[config.mk]
export PLATFORM = sky130hd
export DESIGN_NAME = sphere_sphere_contact
export DESIGN_NICKNAME = d
export VERILOG_FILES = /design/src/rtl/ssc_pkg.sv /design/src/rtl/ssc_csub.sv /design/src/rtl/sphere_sphere_contact.sv
export SDC_FILE = /design/constraint.sdc
export NUM_CORES = 2
export LEC_CHECK = 0
export BUFFER_PORTS_ARGS = -buffer_cell sky130_fd_sc_hd__buf_2
export CAP_MARGIN = 10
export CELL_PAD_IN_SITES_DETAIL_PLACEMENT = 1
export CELL_PAD_IN_SITES_GLOBAL_PLACEMENT = 2
export CORE_MARGIN = 8
export CORE_UTILIZATION = 35
export DETAILED_ROUTE_END_ITERATION = 8
export PLACE_DENSITY = 0.85
export SETUP_SLACK_MARGIN = 0.15
export SYNTH_ARGS = -nofsm -noshare
export SYNTH_HDL_FRONTEND = slang
export SYNTH_HIERARCHICAL = 1
export SYNTH_SLANG_ARGS = --single-unit
[constraint.sdc]
create_clock -name clk -period 8.3 [get_ports clk]
set_input_delay 1.66 -clock clk [delete_from_list [all_inputs] [get_ports clk]]
set_output_delay 1.66 -clock clk [all_outputs]
set_load 0.02 [all_outputs]
[src/rtl/ssc_pkg.sv]
// ----------------------------------------------------------------------------
// ssc_pkg
// Shared types and constants for the sphere-sphere contact block.
// ----------------------------------------------------------------------------
package ssc_pkg;

    localparam int BUDGET_BITS = 16;

    typedef logic [BUDGET_BITS-1:0] budget_t;

    localparam budget_t BUDGET_RESET = 16'd256;

    // action codes of an input word
    localparam logic ACT_TEST   = 1'b0;
    localparam logic ACT_RELOAD = 1'b1;

endpackage

[src/rtl/ssc_csub.sv]
// ----------------------------------------------------------------------------
// ssc_csub
// Compare-subtract unit shared by the square root and the divide steps.
// ----------------------------------------------------------------------------
module ssc_csub #(
    parameter int WIDTH = 32
) (
    input  logic [WIDTH-1:0] a,
    input  logic [WIDTH-1:0] b,
    output logic             ge,
    output logic [WIDTH-1:0] diff
);

    logic [WIDTH:0] wide;

    assign wide = {1'b0, a} - {1'b0, b};
    assign ge   = ~wide[WIDTH];
    assign diff = wide[WIDTH-1:0];

endmodule

[src/rtl/sphere_sphere_contact.sv]
// ----------------------------------------------------------------------------
// sphere_sphere_contact
// Sphere pair contact test: length, unit normal, midpoint and penetration.
// ----------------------------------------------------------------------------
// One word in, one word out. A test word passes through load, squaring and
// the square root steps, then the check; when a contact is found, a divide
// runs for each of the three axes on the one compare-subtract unit before
// the result and idle states. A reload word goes straight to the result
// state. The input is stalled for the whole of a word's work. A finished
// result sits in the output register while the next word is taken in. The
// budget register is written through the cfg channel, which is always ready.
module sphere_sphere_contact #(
    parameter int COORD_BITS = 28,
    parameter int FRAC_BITS  = 16
) (
    input  logic                           clk,
    input  logic                           rst_n,
    // configuration
    input  logic                           cfg_valid,
    output logic                           cfg_ready,
    input  ssc_pkg::budget_t               cfg_data,
    // input channel
    input  logic                           in_valid,
    output logic                           in_stall,
    input  logic                           action,
    input  logic signed [COORD_BITS-1:0]   center_one_x,
    input  logic signed [COORD_BITS-1:0]   center_one_y,
    input  logic signed [COORD_BITS-1:0]   center_one_z,
    input  logic        [COORD_BITS-2:0]   radius_one,
    input  logic signed [COORD_BITS-1:0]   center_two_x,
    input  logic signed [COORD_BITS-1:0]   center_two_y,
    input  logic signed [COORD_BITS-1:0]   center_two_z,
    input  logic        [COORD_BITS-2:0]   radius_two,
    // output channel
    output logic                           out_valid,
    input  logic                           out_stall,
    output logic                           hit,
    output logic signed [FRAC_BITS+1:0]    normal_x,
    output logic signed [FRAC_BITS+1:0]    normal_y,
    output logic signed [FRAC_BITS+1:0]    normal_z,
    output logic signed [COORD_BITS-1:0]   point_x,
    output logic signed [COORD_BITS-1:0]   point_y,
    output logic signed [COORD_BITS-1:0]   point_z,
    output logic        [COORD_BITS-1:0]   penetration,
    output ssc_pkg::budget_t               budget_left
);

    localparam int C          = COORD_BITS;
    localparam int RAD_W      = C - 1;
    localparam int NORM_W     = FRAC_BITS + 2;
    localparam int SQ_W       = 2 * C;
    localparam int ACC_W      = 2 * C + 2;
    localparam int ROOT_W     = C + 1;
    localparam int REM_W      = C + 2;
    localparam int UNIT_W     = C + 4;
    localparam int QUO_W      = FRAC_BITS + 1;
    localparam int ROOT_STEPS = C + 1;
    localparam int DIV_STEPS  = FRAC_BITS + 1;
    localparam int CNT_W      = $clog2(C + 1);

    localparam logic [CNT_W-1:0] CNT_ROOT_LAST = CNT_W'(ROOT_STEPS - 1);
    localparam logic [CNT_W-1:0] CNT_DIV_LAST  = CNT_W'(DIV_STEPS - 1);
    localparam logic [CNT_W-1:0] CNT_SQ_LAST   = CNT_W'(3);
    localparam logic [1:0]       AXIS_X        = 2'd0;
    localparam logic [1:0]       AXIS_Y        = 2'd1;
    localparam logic [1:0]       AXIS_Z        = 2'd2;

    localparam logic [2:0] S_IDLE  = 3'd0;
    localparam logic [2:0] S_PREP  = 3'd1;
    localparam logic [2:0] S_SQ    = 3'd2;
    localparam logic [2:0] S_ROOT  = 3'd3;
    localparam logic [2:0] S_CHECK = 3'd4;
    localparam logic [2:0] S_DSET  = 3'd5;
    localparam logic [2:0] S_DIV   = 3'd6;
    localparam logic [2:0] S_DONE  = 3'd7;

    // control state
    logic [2:0]       state_reg, state_next;
    logic [CNT_W-1:0] cnt_reg, cnt_next;
    logic [1:0]       axis_reg, axis_next;
    logic             out_valid_reg, out_valid_next;
    ssc_pkg::budget_t contacts_reg, contacts_next;
    ssc_pkg::budget_t budget_reg, budget_next;

    // working registers
    logic             action_reg;
    logic [C-1:0]     c1_reg [3];
    logic [C-1:0]     c2_reg [3];
    logic [RAD_W-1:0] r1_reg, r2_reg;
    logic [C-1:0]     mag_reg [3];
    logic             neg_reg [3];
    logic [C-1:0]     mid_reg [3];
    logic [C-1:0]     rsum_reg;
    logic [SQ_W-1:0]  prod_reg;
    logic [ACC_W-1:0] acc_reg;
    logic [REM_W-1:0] rem_reg;
    logic [ROOT_W-1:0] root_reg;
    logic [QUO_W-1:0] quo_reg;
    logic [NORM_W-1:0] norm_reg [3];
    logic             hit_work_reg;
    logic [C-1:0]     pen_reg;

    // result registers
    logic              res_hit_reg;
    logic [NORM_W-1:0] res_norm_reg [3];
    logic [C-1:0]      res_point_reg [3];
    logic [C-1:0]      res_pen_reg;
    ssc_pkg::budget_t  res_budget_reg;

    logic              in_accept;
    logic              out_free;
    logic [1:0]        sel;
    logic [C-1:0]      mag_sel;
    logic              neg_sel;
    logic [SQ_W-1:0]   prod_c;
    logic [C:0]        dif_c [3];
    logic [C:0]        sum_c [3];
    logic [C-1:0]      abs_c [3];
    logic              hit_c;
    logic [UNIT_W-1:0] unit_a, unit_b, unit_diff;
    logic              unit_ge;
    logic [REM_W-1:0]  rem_step;
    logic [QUO_W-1:0]  quo_step;
    logic [NORM_W-1:0] norm_mag, norm_c;

    assign in_accept = in_valid & ~in_stall;
    assign out_free  = ~out_valid_reg | ~out_stall;
    assign in_stall  = (state_reg != S_IDLE);
    assign cfg_ready = 1'b1;

    // per-axis difference, magnitude and midpoint
    always_comb
    begin
        for (int k = 0; k < 3; k++)
        begin
            dif_c[k] = {c1_reg[k][C-1], c1_reg[k]} - {c2_reg[k][C-1], c2_reg[k]};
            sum_c[k] = {c1_reg[k][C-1], c1_reg[k]} + {c2_reg[k][C-1], c2_reg[k]};
            abs_c[k] = dif_c[k][C] ? C'(~dif_c[k] + 1'b1) : dif_c[k][C-1:0];
        end
    end

    assign sel = (state_reg == S_SQ) ? cnt_reg[1:0] : axis_reg;

    always_comb
    begin
        case (sel)
            AXIS_X:
            begin
                mag_sel = mag_reg[0];
                neg_sel = neg_reg[0];
            end
            AXIS_Y:
            begin
                mag_sel = mag_reg[1];
                neg_sel = neg_reg[1];
            end
            AXIS_Z:
            begin
                mag_sel = mag_reg[2];
                neg_sel = neg_reg[2];
            end
            default:
            begin
                mag_sel = '0;
                neg_sel = 1'b0;
            end
        endcase
    end

    assign prod_c = mag_sel * mag_sel;

    // root step brings down two radicand bits, divide step one dividend bit
    always_comb
    begin
        if (state_reg == S_ROOT)
        begin
            unit_a = {rem_reg, acc_reg[ACC_W-1 -: 2]};
            unit_b = {1'b0, root_reg, 2'b01};
        end
        else
        begin
            unit_a = {2'b00, rem_reg[ROOT_W-1:0], (cnt_reg == '0) ? mag_sel[0] : 1'b0};
            unit_b = {3'b000, root_reg};
        end
    end

    ssc_csub #(
        .WIDTH (UNIT_W)
    ) u_csub (
        .a    (unit_a),
        .b    (unit_b),
        .ge   (unit_ge),
        .diff (unit_diff)
    );

    assign rem_step = unit_ge ? unit_diff[REM_W-1:0] : unit_a[REM_W-1:0];
    assign quo_step = {quo_reg[QUO_W-2:0], unit_ge};
    assign norm_mag = {1'b0, quo_step};
    assign norm_c   = neg_sel ? NORM_W'(~norm_mag + NORM_W'(1)) : norm_mag;

    assign hit_c = (contacts_reg != '0) && (root_reg != '0)
                   && (root_reg < {1'b0, rsum_reg});

    always_comb
    begin
        state_next     = state_reg;
        cnt_next       = cnt_reg;
        axis_next      = axis_reg;
        out_valid_next = out_valid_reg;
        contacts_next  = contacts_reg;
        budget_next    = budget_reg;

        if (cfg_valid)
        begin
            budget_next = cfg_data;
        end
        if (out_valid_reg && !out_stall)
        begin
            out_valid_next = 1'b0;
        end

        case (state_reg)
            S_IDLE:
            begin
                cnt_next = '0;
                if (in_accept)
                begin
                    state_next = (action == ssc_pkg::ACT_RELOAD) ? S_DONE : S_PREP;
                end
            end
            S_PREP:
            begin
                state_next = S_SQ;
                cnt_next   = '0;
            end
            S_SQ:
            begin
                if (cnt_reg == CNT_SQ_LAST)
                begin
                    state_next = S_ROOT;
                    cnt_next   = '0;
                end
                else
                begin
                    cnt_next = cnt_reg + 1'b1;
                end
            end
            S_ROOT:
            begin
                if (cnt_reg == CNT_ROOT_LAST)
                begin
                    state_next = S_CHECK;
                    cnt_next   = '0;
                end
                else
                begin
                    cnt_next = cnt_reg + 1'b1;
                end
            end
            S_CHECK:
            begin
                axis_next  = AXIS_X;
                state_next = hit_c ? S_DSET : S_DONE;
            end
            S_DSET:
            begin
                state_next = S_DIV;
                cnt_next   = '0;
            end
            S_DIV:
            begin
                if (cnt_reg == CNT_DIV_LAST)
                begin
                    cnt_next = '0;
                    if (axis_reg == AXIS_Z)
                    begin
                        state_next = S_DONE;
                    end
                    else
                    begin
                        axis_next  = axis_reg + 1'b1;
                        state_next = S_DSET;
                    end
                end
                else
                begin
                    cnt_next = cnt_reg + 1'b1;
                end
            end
            S_DONE:
            begin
                if (action_reg == ssc_pkg::ACT_RELOAD)
                begin
                    contacts_next = budget_reg;
                end
                else if (hit_work_reg)
                begin
                    contacts_next = contacts_reg - 1'b1;
                end
                if (out_free)
                begin
                    out_valid_next = 1'b1;
                    state_next     = S_IDLE;
                end
                else
                begin
                    contacts_next = contacts_reg;
                end
            end
            default:
            begin
                state_next = S_IDLE;
            end
        endcase
    end

    always_ff @(posedge clk or negedge rst_n)
    begin
        if (!rst_n)
        begin
            state_reg     <= S_IDLE;
            cnt_reg       <= '0;
            axis_reg      <= AXIS_X;
            out_valid_reg <= 1'b0;
            contacts_reg  <= ssc_pkg::BUDGET_RESET;
            budget_reg    <= ssc_pkg::BUDGET_RESET;
        end
        else
        begin
            state_reg     <= state_next;
            cnt_reg       <= cnt_next;
            axis_reg      <= axis_next;
            out_valid_reg <= out_valid_next;
            contacts_reg  <= contacts_next;
            budget_reg    <= budget_next;
        end
    end

    always_ff @(posedge clk)
    begin
        if (in_accept)
        begin
            action_reg   <= action;
            c1_reg[0]    <= center_one_x;
            c1_reg[1]    <= center_one_y;
            c1_reg[2]    <= center_one_z;
            c2_reg[0]    <= center_two_x;
            c2_reg[1]    <= center_two_y;
            c2_reg[2]    <= center_two_z;
            r1_reg       <= radius_one;
            r2_reg       <= radius_two;
            hit_work_reg <= 1'b0;
        end

        case (state_reg)
            S_PREP:
            begin
                for (int k = 0; k < 3; k++)
                begin
                    mag_reg[k] <= abs_c[k];
                    neg_reg[k] <= dif_c[k][C];
                    mid_reg[k] <= sum_c[k][C:1];
                end
                rsum_reg <= {1'b0, r1_reg} + {1'b0, r2_reg};
                acc_reg  <= '0;
                rem_reg  <= '0;
                root_reg <= '0;
            end
            S_SQ:
            begin
                if (cnt_reg != CNT_SQ_LAST)
                begin
                    prod_reg <= prod_c;
                end
                if (cnt_reg != '0)
                begin
                    acc_reg <= acc_reg + {2'b00, prod_reg};
                end
            end
            S_ROOT:
            begin
                rem_reg  <= rem_step;
                root_reg <= {root_reg[ROOT_W-2:0], unit_ge};
                acc_reg  <= {acc_reg[ACC_W-3:0], 2'b00};
            end
            S_CHECK:
            begin
                hit_work_reg <= hit_c;
                pen_reg      <= rsum_reg - root_reg[C-1:0];
            end
            S_DSET:
            begin
                rem_reg <= REM_W'(mag_sel >> 1);
                quo_reg <= '0;
            end
            S_DIV:
            begin
                rem_reg <= rem_step;
                quo_reg <= quo_step;
                if (cnt_reg == CNT_DIV_LAST)
                begin
                    norm_reg[axis_reg] <= norm_c;
                end
            end
            S_DONE:
            begin
                if (out_free)
                begin
                    res_hit_reg    <= hit_work_reg;
                    res_pen_reg    <= hit_work_reg ? pen_reg : '0;
                    res_budget_reg <= contacts_next;
                    for (int k = 0; k < 3; k++)
                    begin
                        res_norm_reg[k]  <= hit_work_reg ? norm_reg[k] : '0;
                        res_point_reg[k] <= hit_work_reg ? mid_reg[k] : '0;
                    end
                end
            end
            default:
            begin
            end
        endcase
    end

    assign out_valid   = out_valid_reg;
    assign hit         = res_hit_reg;
    assign normal_x    = $signed(res_norm_reg[0]);
    assign normal_y    = $signed(res_norm_reg[1]);
    assign normal_z    = $signed(res_norm_reg[2]);
    assign point_x     = $signed(res_point_reg[0]);
    assign point_y     = $signed(res_point_reg[1]);
    assign point_z     = $signed(res_point_reg[2]);
    assign penetration = res_pen_reg;
    assign budget_left = res_budget_reg;

endmodule

Word level (Yosys, flattened, before mapping):

Memories as Yosys holds them, arrays and structs flattened.
Cells that the tools add are included.

* $add $sub $neg: 17
* reduce and logical (&&, ||, !) cells: 25
* $lt $le $gt $ge: 1
* muxes and demuxes: 57
* equality and inequality tests: 21
* multipliers: 1
* bitwise logic cells: 10

Operators with widths (count)
* $pmux W58 S3: 1
* $mux W28: 6
* $pmux W30 S3: 1
* $add A28 B28 Y29: 3
* $sub A28 B28 Y29: 3
* $add A28 B1 Y28 const B: 3
* $not A28 Y28: 3
* $pmux W28 S3: 1
* $mux W18: 4
* $mux W16: 4
* $add A58 B56 Y58: 1
* $mux W58: 1
* $pmux W29 S2: 1
* $mul A28 B28 Y56: 1
* $sub A32 B31 Y33: 1
* $mux W32: 1
* $pmux W16 S2: 1
* $mux W31: 1
* $mux W30: 1
* $lt A29 B28 Y1: 1
* $reduce_bool A29 Y1: 1
* $add A27 B27 Y28: 1
* $sub A28 B28 Y28: 1
* $pmux W3 S8: 1
* other kinds (40): 89

* register bits after elaboration: 389
* input port bits: 244
* logic and storage cells: 160
* memories kept: 8
* output and inout port bits: 186
* bits in writable memories: 531

Memory list
* c1_reg: words 3, bits a word 28, rd ports 3, clocked after Yosys merged registers in 0, write ports 3, line sphere_sphere_contact.sv:87 `logic [C-1:0] c1_reg [3];`
* c2_reg: words 3, bits a word 28, rd ports 3, clocked after Yosys merged registers in 0, write ports 3, line sphere_sphere_contact.sv:88 `logic [C-1:0] c2_reg [3];`
* mag_reg: words 3, bits a word 28, rd ports 3, clocked after Yosys merged registers in 0, write ports 3, line sphere_sphere_contact.sv:90 `logic [C-1:0] mag_reg [3];`
* mid_reg: words 3, bits a word 28, rd ports 3, clocked after Yosys merged registers in 0, write ports 3, line sphere_sphere_contact.sv:92 `logic [C-1:0] mid_reg [3];`
* res_point_reg: words 3, bits a word 28, rd ports 3, clocked after Yosys merged registers in 0, write ports 3, line sphere_sphere_contact.sv:106 `logic [C-1:0] res_point_reg [3];`
* norm_reg: words 3, bits a word 18, rd ports 3, clocked after Yosys merged registers in 0, write ports 1, line sphere_sphere_contact.sv:99 `logic [NORM_W-1:0] norm_reg [3];`
* 2 more memories

Depth between registers and ports, before layout:

* depth after elaboration: 11
* depth in mapped cells: 41
* gate-level depth less buffers: 37

Hierarchy:

Netlist, hierarchy kept.

By module, submodules not included
* sphere_sphere_contact: cells an instance 6941, sequential area each 27383.8 um^2, area each 72060.4 um^2, instances 1
* ssc_csub: cells an instance 276, sequential area each 0.0 um^2, area each 1914.3 um^2, instances 1

Worst setup path after synthesis:

No wires, ideal clock.

* path type: register to register
* from: register state_reg[0]
* to: register prod_reg[55] (data pin)
* setup slack: -0.672 ns
* arrival time: 8.712 ns
* setup time: 0.260 ns
* cell stages (with the launch flop): 35
* buffers on the path: 6
* period minus slack after synthesis: 8.972 ns
* required time: 8.040 ns
* path through: dfrtp_1 clkbuf_1 or3_1 clkbuf_1 o21ai_1 buf_2 buf_2 buf_2 o21ai_1 inv_1 clkbuf_1 nor2_1 fa_1 inv_1 fa_1 fa_1 fa_1 fa_1 inv_1 fa_1 inv_1 fa_1 inv_1 ha_1 and3_1 a21boi_0 a221o_1 a21oi_1 o21a_1 o31ai_1 a2111oi_0 o31ai_1 a31oi_1 o21bai_1 xnor2_1

* word-level cells in the longest chain between the ends: 5
* elaborated cells between the ends (all ways): 7
* those cells by class: mul: 1; eq/ne: 3; mux: 2; reduce/logical: 1

RTL lines
* start: declaration: line sphere_sphere_contact.sv:78 `logic [2:0] state_reg, state_next;`
* start signal: assignment: line sphere_sphere_contact.sv:330 `state_reg <= state_next;`
* $eq A3 B2 Y1 *: line sphere_sphere_contact.sv:142 `assign sel = (state_reg == S_SQ) ? cnt_reg[1:0] : axis_reg;`
* $mux W2 *: line sphere_sphere_contact.sv:142
* $eq A2 B2 Y1 (tied with other cells): line sphere_sphere_contact.sv:146 `case (sel)`
* $pmux W28 S3 *: line sphere_sphere_contact.sv:146
* $mul A28 B28 Y56 *: line sphere_sphere_contact.sv:170 `assign prod_c = mag_sel * mag_sel;`
* net prod_c[55]: line sphere_sphere_contact.sv:115 `logic [SQ_W-1:0] prod_c;`
* end signal: assignment: line sphere_sphere_contact.sv:373 `prod_reg <= prod_c;`
* end: declaration: line sphere_sphere_contact.sv:94 `logic [SQ_W-1:0] prod_reg;`

The timed path passes the listed nets; every way through them passes the cells marked *.
A chain may end at the register's enable or synchronous reset.

Final worst setup path:

* from: register state_reg[0]
* to: register prod_reg[48] (data pin)

The elaborated chain is that of the path after synthesis.

==> reports/qor.tcl <==
set qor(final_net_count) 9588
set qor(vias_in_the_first_global_route) 62600
set qor(layout.filler_cells) 23400
set qor(pre_antenna_drt_iters) 5
set qor(post_cts_hold_buffer_count) 0
set qor(totalWireLength_um) 244000
set qor(dp.final_hpwl_um) 194000
set qor(maximum_count_of_clock_buffers_along_a_single_path) 3
set qor(global_route.usage.total) 0.212
set qor(synth.avg_cell_area_um2) 10.3
set qor(final_cell_count_no_fill) 11100
set qor(cp_data_arrival_time_ns) 9.36
set qor(critical_path_depth) 37
set qor(worst-setup-path-type) {flip-flop to flip-flop}
set qor(worst_slack_ns) -0.604
set qor(rsz0062_at_grt) {yes}
set qor(outcome) {finished, violations left}
set qor(die_w_um) 475
set qor(final_core_util) 0.427
set qor(final_max_slew_viols) 0
set qor(htreeDepth) 3
set qor(dpl.cell_count) 10800
set qor(worst_clock_skew_ns) 0.0540
set qor(synth.cell_area_mm2) 0.0738
set qor(wl_met3_um) 11000
set qor(post_synthesis_net_count) 8608
set qor(die_y_um) 475
set qor(min_period_over_period) 1.07
set qor(finalWorstPathRequiredPeriod_ns) 8.90
set qor(top_layer) {met5}
set qor(routed-via-count) 56500
set qor(cp_data_required_time_ns) 8.75
set qor(detailroute.wirelength.met2_um) 121000
set qor(pin_count) 430
set qor(detailedRoute.firstIterationViolations) 3219
set qor(failed_checks) {negative setup slack}
set qor(timing.critical_path.buf_inv) 11
set qor(timing.critical_path.slowest_stage_cell) {fa_1}
set qor(depth_of_the_most_critical_reg_to_reg_path) 37
set qor(buffer_ports.inserted) 428
set qor(post_drt_via_cell_ratio) 5.09
set qor(yosysWarningCount) 6
set qor(drt.antenna.violating_nets) 0
set qor(finalSetupViolCount) 28
set qor(worst_slew_margin) 0.279
set qor(area_enclosed_by_the_die_boundary_mm2) 0.226
set qor(report.final.hold_viol_count) 0
set qor(grt_first_pass_wirelength_um) 375000
set qor(cts_tree) {done}
set qor(fmax_mhz) 112
set qor(num_rows) 168
set qor(antenna_violations_before_repair) 16
set qor(drive_above_1_share) 0.205
set qor(clock_latency_ns) 0.76
set qor(grt_remaining_overflow) 0
set qor(clock_pin_slew_of_the_registers_on_the_worst_case_setup_and_hold_paths_ns) 0.06
set qor(cp_max_fo) 8
set qor(cts_buffers) 100
set qor(worst_setup_path_start_kind) {flip-flop}
set qor(critical_path.max_stage_delay_ns) 0.56
set qor(core_mm2) 0.210
set qor(timing.critical_path.to_type) {flip-flop}
set qor(wirelength_met1_um) 105000
set qor(finalHoldWorstSlack_ns) 0.520
set qor(worstHoldPathType) {flip-flop to flip-flop}
set qor(initial_utilization) 0.352
set qor(area.growth.synth_to_final_pct) 21.2
set qor(max_slew.worst_pin.slew_ns) 1.08
set qor(critical-path-top-delay-family) {adder cells}
set qor(syn_inst) 7197
set qor(gp_congestion) 0.924
set qor(design_area_mm2) 0.0895
set qor(grt_start_max_net_pins) 138
set qor(post_place_instance_area_mm2) 0.0838
set qor(drt-wirelength-per-cell_um) 22.0
set qor(top_cell_by_count_worst_path) {fa_1}
set qor(cap_violations) 0
set qor(hold-path-cell-count) 1
set qor(drcViolationCount) 0
set qor(cts_root_buffer) {clkbuf_16}
set qor(tritoncts_num_sinks) 919
[per-stage QoR]
stage / setup WS (ns) / TNS (ns)
2_1_floorplan: 0.0722 / 0
3_3_place_gp: -0.632 / -9.90
3_5_place_dp: -0.850 / -15.53
4_1_cts: -0.365 / -4.68
5_1_grt: -0.814 / -18.35
6_report: -0.604 / -11.61
[cells in the final DEF, fill, tap and decap left out, types with 59 or more instances in the layout]
cell          n
o21bai_1     59
edfxtp_1    876
clkbuf_16   100
nand2_1     548
nand3_1      79
a21oi_1     345
ha_1        538
xor2_1      132
o21ai_0     232
fa_1        579
buf_2       428
inv_1      1124
nor3_1       89
a21o_1      174
buf_4       592
and2_1      208
xnor2_1     282
nor2_1      552
[what timing repair did]
item / CTS / global route
cloned: 2 / 0
pin swaps: 85 / 67
setup endpoints to repair: 37 / 35
setup buffers: 73 / 37
hold endpoints to repair: 0 / 0
gates resized for setup: 231 / 127
[metal layers]
| metal | GRT usage | vias to the layer above |
|---|---|---|
| li1 | - | 26100 |
| met3 | 0.0290 | 350 |
| met5 | 0 | - |
| met1 | 0.271 | 28700 |
| met4 | 0.0626 | 2 |
| met2 | 0.373 | 1267 |
[final cells by class]
| type | count | area [µm²] | share of cell area |
|---|---|---|---|
| Multi-Input combinational cell | 4860 | 42500 | 0.475 |
| Sequential cell | 919 | 27400 | 0.306 |
| Timing Repair Buffer | 1121 | 8170 | 0.0913 |
| Clock buffer | 114 | 2570 | 0.0288 |
| Antenna cell | 23 | 57.6 | 0.000643 |
| Tap cell | 2805 | 3510 | 0.0392 |
| Inverter | 1175 | 4460 | 0.0499 |
| Clock inverter | 75 | 825 | 0.00922 |
[worst paths after layout]
path / start / to / slack [ns]
min in group asynchronous: rst_n / contacts_reg[2] / 1.12
setup / recovery: state_reg[0] / prod_reg[48] / -0.60
hold / removal: budget_reg[6] / budget_reg[6] / 0.52
max in group asynchronous: rst_n / state_reg[0] / 6.44
setup reg to reg: state_reg[0] / prod_reg[48] / -0.60
hold reg to reg: budget_reg[6] / budget_reg[6] / 0.52
Power is left out: the tool's default activity adds up to more than one toggle a clock period on the data nets, which glitch-free logic cannot reach.
